$ cat config.mk
export PLATFORM = sky130hd
export DESIGN_NAME = lfsa_ctrl
export DESIGN_NICKNAME = d
export VERILOG_FILES = /design/src/lfsa_pkg.sv /design/src/lfsa_ctrl.sv
export SDC_FILE = /design/constraint.sdc
export NUM_CORES = 1
export LEC_CHECK = 0
export ABC_AREA = 1
export BUFFER_PORTS_ARGS = -buffer_cell sky130_fd_sc_hd__buf_2
export CAP_MARGIN = 40
export CORE_AREA = 2 2 39 41
export CTS_CLUSTER_SIZE = 40
export DETAILED_ROUTE_END_ITERATION = 6
export DIE_AREA = 0 0 41 43
export SLEW_MARGIN = 20
export SYNTH_ARGS = -nofsm -noshare
export SYNTH_HDL_FRONTEND = slang
export SYNTH_SLANG_ARGS = --single-unit
$ cat constraint.sdc
create_clock -name clk -period 0.9 [get_ports clk]
set_input_delay 0.135 -clock clk [delete_from_list [all_inputs] [get_ports clk]]
set_output_delay 0.135 -clock clk [all_outputs]
set_load 0.005 [all_outputs]
$ cat src/lfsa_pkg.sv
// shared constants, codes and control types of the slot allocator
package lfsa_pkg;

  localparam int OWNERS      = 1024;
  localparam int SLOTS       = 1024;
  localparam int OWNER_W     = $clog2(OWNERS);
  localparam int SLOT_W      = $clog2(SLOTS);
  localparam int WORD_W      = 32;
  localparam int LSB_W       = $clog2(WORD_W);
  localparam int BM_WORDS    = SLOTS / WORD_W;
  localparam int BM_IDX_W    = $clog2(BM_WORDS);
  localparam int HOLD_WORDS  = OWNERS / WORD_W;
  localparam int HOLD_IDX_W  = $clog2(HOLD_WORDS);
  localparam int STATUS_W    = 2;
  localparam int IN_TDATA_W  = ((OWNER_W + 7) / 8) * 8;
  localparam int OUT_TDATA_W = ((SLOT_W + 1 + 7) / 8) * 8;

  // command codes
  localparam logic CMD_CLAIM   = 1'b0;
  localparam logic CMD_RELEASE = 1'b1;

  // result status codes
  localparam logic [STATUS_W-1:0] ST_OK            = 2'd0;
  localparam logic [STATUS_W-1:0] ST_FULL          = 2'd1;
  localparam logic [STATUS_W-1:0] ST_EMPTY_RELEASE = 2'd2;

  // controller to datapath
  typedef struct packed {
    logic issue;      // transfer taken: latch owner, start reads
    logic rel_rd;     // read occupancy word of the held slot
    logic claim_fin;  // finish a claim into the output register
    logic rel_fin;    // finish a release into the output register
  } ctl_cmd_t;

  // datapath to controller
  typedef struct packed {
    logic out_room;   // output register can take a result this cycle
  } dp_stat_t;

endpackage

$ cat src/lfsa_ctrl.sv
// sequencing state machine of the slot allocator
module lfsa_ctrl import lfsa_pkg::*; (
  input  logic     clk,
  input  logic     rst,
  input  logic     in_valid,
  input  logic     in_cmd,
  output logic     in_ready,
  output ctl_cmd_t cmd,
  input  dp_stat_t stat
);

  typedef enum logic [1:0] {
    S_IDLE,
    S_CLAIM,
    S_REL_CHK,
    S_REL_FIN
  } state_t;

  state_t state;

  always_comb begin
    in_ready      = (state == S_IDLE) && !rst;
    cmd           = '0;
    cmd.issue     = in_ready && in_valid;
    cmd.rel_rd    = (state == S_REL_CHK);
    cmd.claim_fin = (state == S_CLAIM) && stat.out_room;
    cmd.rel_fin   = (state == S_REL_FIN) && stat.out_room;
  end

  always_ff @(posedge clk) begin
    if (rst) begin
      state <= S_IDLE;
    end else begin
      unique case (state)
        S_IDLE: begin
          if (in_valid) begin
            state <= (in_cmd == CMD_RELEASE) ? S_REL_CHK : S_CLAIM;
          end
        end
        S_CLAIM: begin
          if (stat.out_room) state <= S_IDLE;
        end
        S_REL_CHK: begin
          state <= S_REL_FIN;
        end
        S_REL_FIN: begin
          if (stat.out_room) state <= S_IDLE;
        end
        default: begin
          state <= S_IDLE;
        end
      endcase
    end
  end

endmodule

==> metrics.md <==
| Metric | Value |
|---|---|
| Status | `finished with violations` |
| Failing checks | `negative setup slack` |
| Diodes inserted | `0` |
| First-pass GRT wire length | `414 um` |
| Syn Area/Cell | `6.01 sq um` |
| Via-per-instance ratio | `3.48` |
| TritonCTS Sinks | `2` |
| Final hold viol count | `0` |
| Simple-gate share of the synthesized area | `0.427` |
| Worst-Margin Slew | `135 ps` |
| Detail Placement HPWL | `around 240 um` |
| DR pass1 iterations | `4` |
| Dominant cell type by area after synthesis | `dfxtp_1` |
| Largest net degree at the start of global routing | `6` |
| Placed cell areas | `185 sq um` |
| GR Util All Layers | `0.0481` |
| Final setup margin | `-140 ps` |
| Critical-path top delay cell | `dfxtp_2` |
| Core Area | `1380 sq um` |
| Share of layout cells above drive strength 1 | `0.531` |
| Hold Path Depth | `3` |
| Max-slew violation count | `0` |
| Startpoint Class | `flop` |
| Maximum clock rate | `0.961 GHz` |
| Top cells by area, synth | `dfxtp_1 33%, nand2_1 16%, inv_1 13%` |
| Vias in the first global route | `132` |
| Mux cell area share after synthesis | `0` |
| Slew HR | `0.910` |
| Hold buffer count at CTS | `0` |
| MaxCap Viol Count | `0` |
| Area grow syn2layout | `83.3%` |
| Worst-Skew Late Latency | `230 ps` |
| Worst VDD drop | `roughly 0.22 mV` |
| RSZ-0062 raised after global routing | `true` |
| CTS tree | `done` |
| Nets | `39` |
| Hold Path Class | `in2reg` |
| Setup-failing EPs final | `5` |
| Compound-cell area share of the yosys netlist | `0.115` |
| Pre-CTS setup slack | `roughly 26 ps` |
| Initial antenna violation count | `0` |
| Die Wd | `slightly above 40 um` |
| Syn nets | `25` |
| H-tree depth | `1` |
| Number of flip-flops in the largest register | `2` |
| Synth cell types | `9` |
| Power Density | `around 1800 nW/um^2` |
| Post-Synth XOR/XNOR Area | `0` |
| Fraction of the mapped netlist area in adder cells | `0` |
| Synth Instances | `20` |
| Syn. warnings | `0` |
| Root buffer cell | `clkbuf_4` |
| Synth Flop Type | `dfxtp_1` |
| Final period util | `1.16` |
| Critical Path RT | `760 ps` |
| CTS Buf Count | `3` |
| IO Port Bufs | `9` |
| Skew final | `3.79 ps` |
| Worst setup EP type | `output port` |
| Regs by FF count | `state (2)` |
| Worst setup path class | `reg2out` |
| Die Y | `around 43 um` |
| Post-CTS Setup Bufs | `0` |
| Initial Util | `0.0868` |
| Vias post-DR | `167` |
| Max clock buf depth | `2` |
| Worst-path fanout max | `4` |
| Clock transition at the registers of the reported paths | `30 ps` |
| GR Overflow Total | `0` |
| Largest family of logic cells by synthesized area | `simple AND/OR/NAND/NOR gates` |
| Row count | `14` |
| Routed Antenna Nets | `0` |
| Routed WL per cell | `6.44 um` |
| DRC viols | `0` |
| RePlAce Congestion | `0.574` |
| Pleak | `0.126 nW` |
| R2R depth | `4` |
| EDFF count, synth | `0` |
| IO Pins | `10` |
| Yosys top cell area share | `0.333` |
| Top-count cell post-synth | `nand2_1` |
| FF+latch count, synth | `2` |
| Async SR Flop Fraction | `0` |
| Crit path arrival time | `910 ps` |
| Sequential area share after synthesis | `0.333` |
| CP cell instances | `nor2_4, and3_1, buf_2` |
| Initial DRC count | `2` |
| CP max stage delay | `330 ps` |
| Biggest register | `state` |
| Die area | `1760 sq um` |
| Cell Area, Synth | `120 sq um` |
| Post-Route WL | `309 um` |
| Synth top cells by count | `5 x nand2_1, 4 x inv_1, 4 x nor2_1` |
| Min Tclk post-route | `1040 ps` |
| Total Power | `0.395 mW` |
| Final instance area | `220 sq um` |
power by group:
group	switching, mW	internal, mW
Combinational	0.0347	0.0365
Clock	0.0602	0.148
Sequential	0.0151	0.100
Total	0.110	0.285
per-stage QoR:
step,hold slack [ps],setup TNS [ps],util,cells
after global routing,170,-860,0.159,48
final,162,-585,0.159,48
after CTS,154,-629,0.156,48
after detailed placement,412,0,0.134,45
after global placement,411,0,0.134,45
after floorplan,276,0,-,20
timing repair:
action                                  4_1_cts  5_1_grt
endpoints found under the setup margin        5        5
gates cloned                                  0        0
endpoints found under the hold margin         0        0
pin swaps                                     2        1
resized for setup                             4        1
path summary, 6_finish.rpt:
check	startpoint	endpoint	slack, ps
worst max-delay path	state[1]	cmd[3]	-140
worst min-delay path	in_cmd	state[1]	160
worst max register to register	state[0]	state[1]	170
worst min register to register	state[0]	state[0]	540
cell type report:
type	count	area, sq um
repair buffers	9	45.0
inverters	4	15.0
multi-input cells	14	72.6
clock buffers	3	22.5
flip-flops and latches	2	45.0
fillers	167	1160
well taps	16	20.0
kinds of logic after synthesis:
logic type	count (synthesis)
flip-flops	2
buffers and inverters	4
AND/OR/NAND/NOR	12
AO/OA/AOI/OAI	2
critical path: cells and delay by family (launching register included):
family | cells | cell delay [ps]
flip-flops | 1 | 330
AND/OR/NAND/NOR | 2 | 240
buffers and inverters | 1 | 100
metal layers:
| layer | global-route usage | vias up | wire, um |
|---|---|---|---|
| li1 | - | 86 | - |
| met1 | 0.0192 | 71 | 100 |
| met2 | 0.0563 | 8 | 158 |
| met5 | 0 | - | 0 |
| met4 | 0.120 | 0 | 19 |
| met3 | 0.0314 | 2 | 30 |
cells in the final DEF, fill, tap and decap left out:
cell      n
nor2_1    3
a21oi_1   1
dfxtp_4   1
nand2_1   5
nor2_4    1
dfxtp_2   1
a21oi_2   1
buf_2     9
inv_1     4
nand2_2   1
and3_1    1
nor3_1    1
clkbuf_4  3
Note: power is estimated with default switching activity, not from simulation.
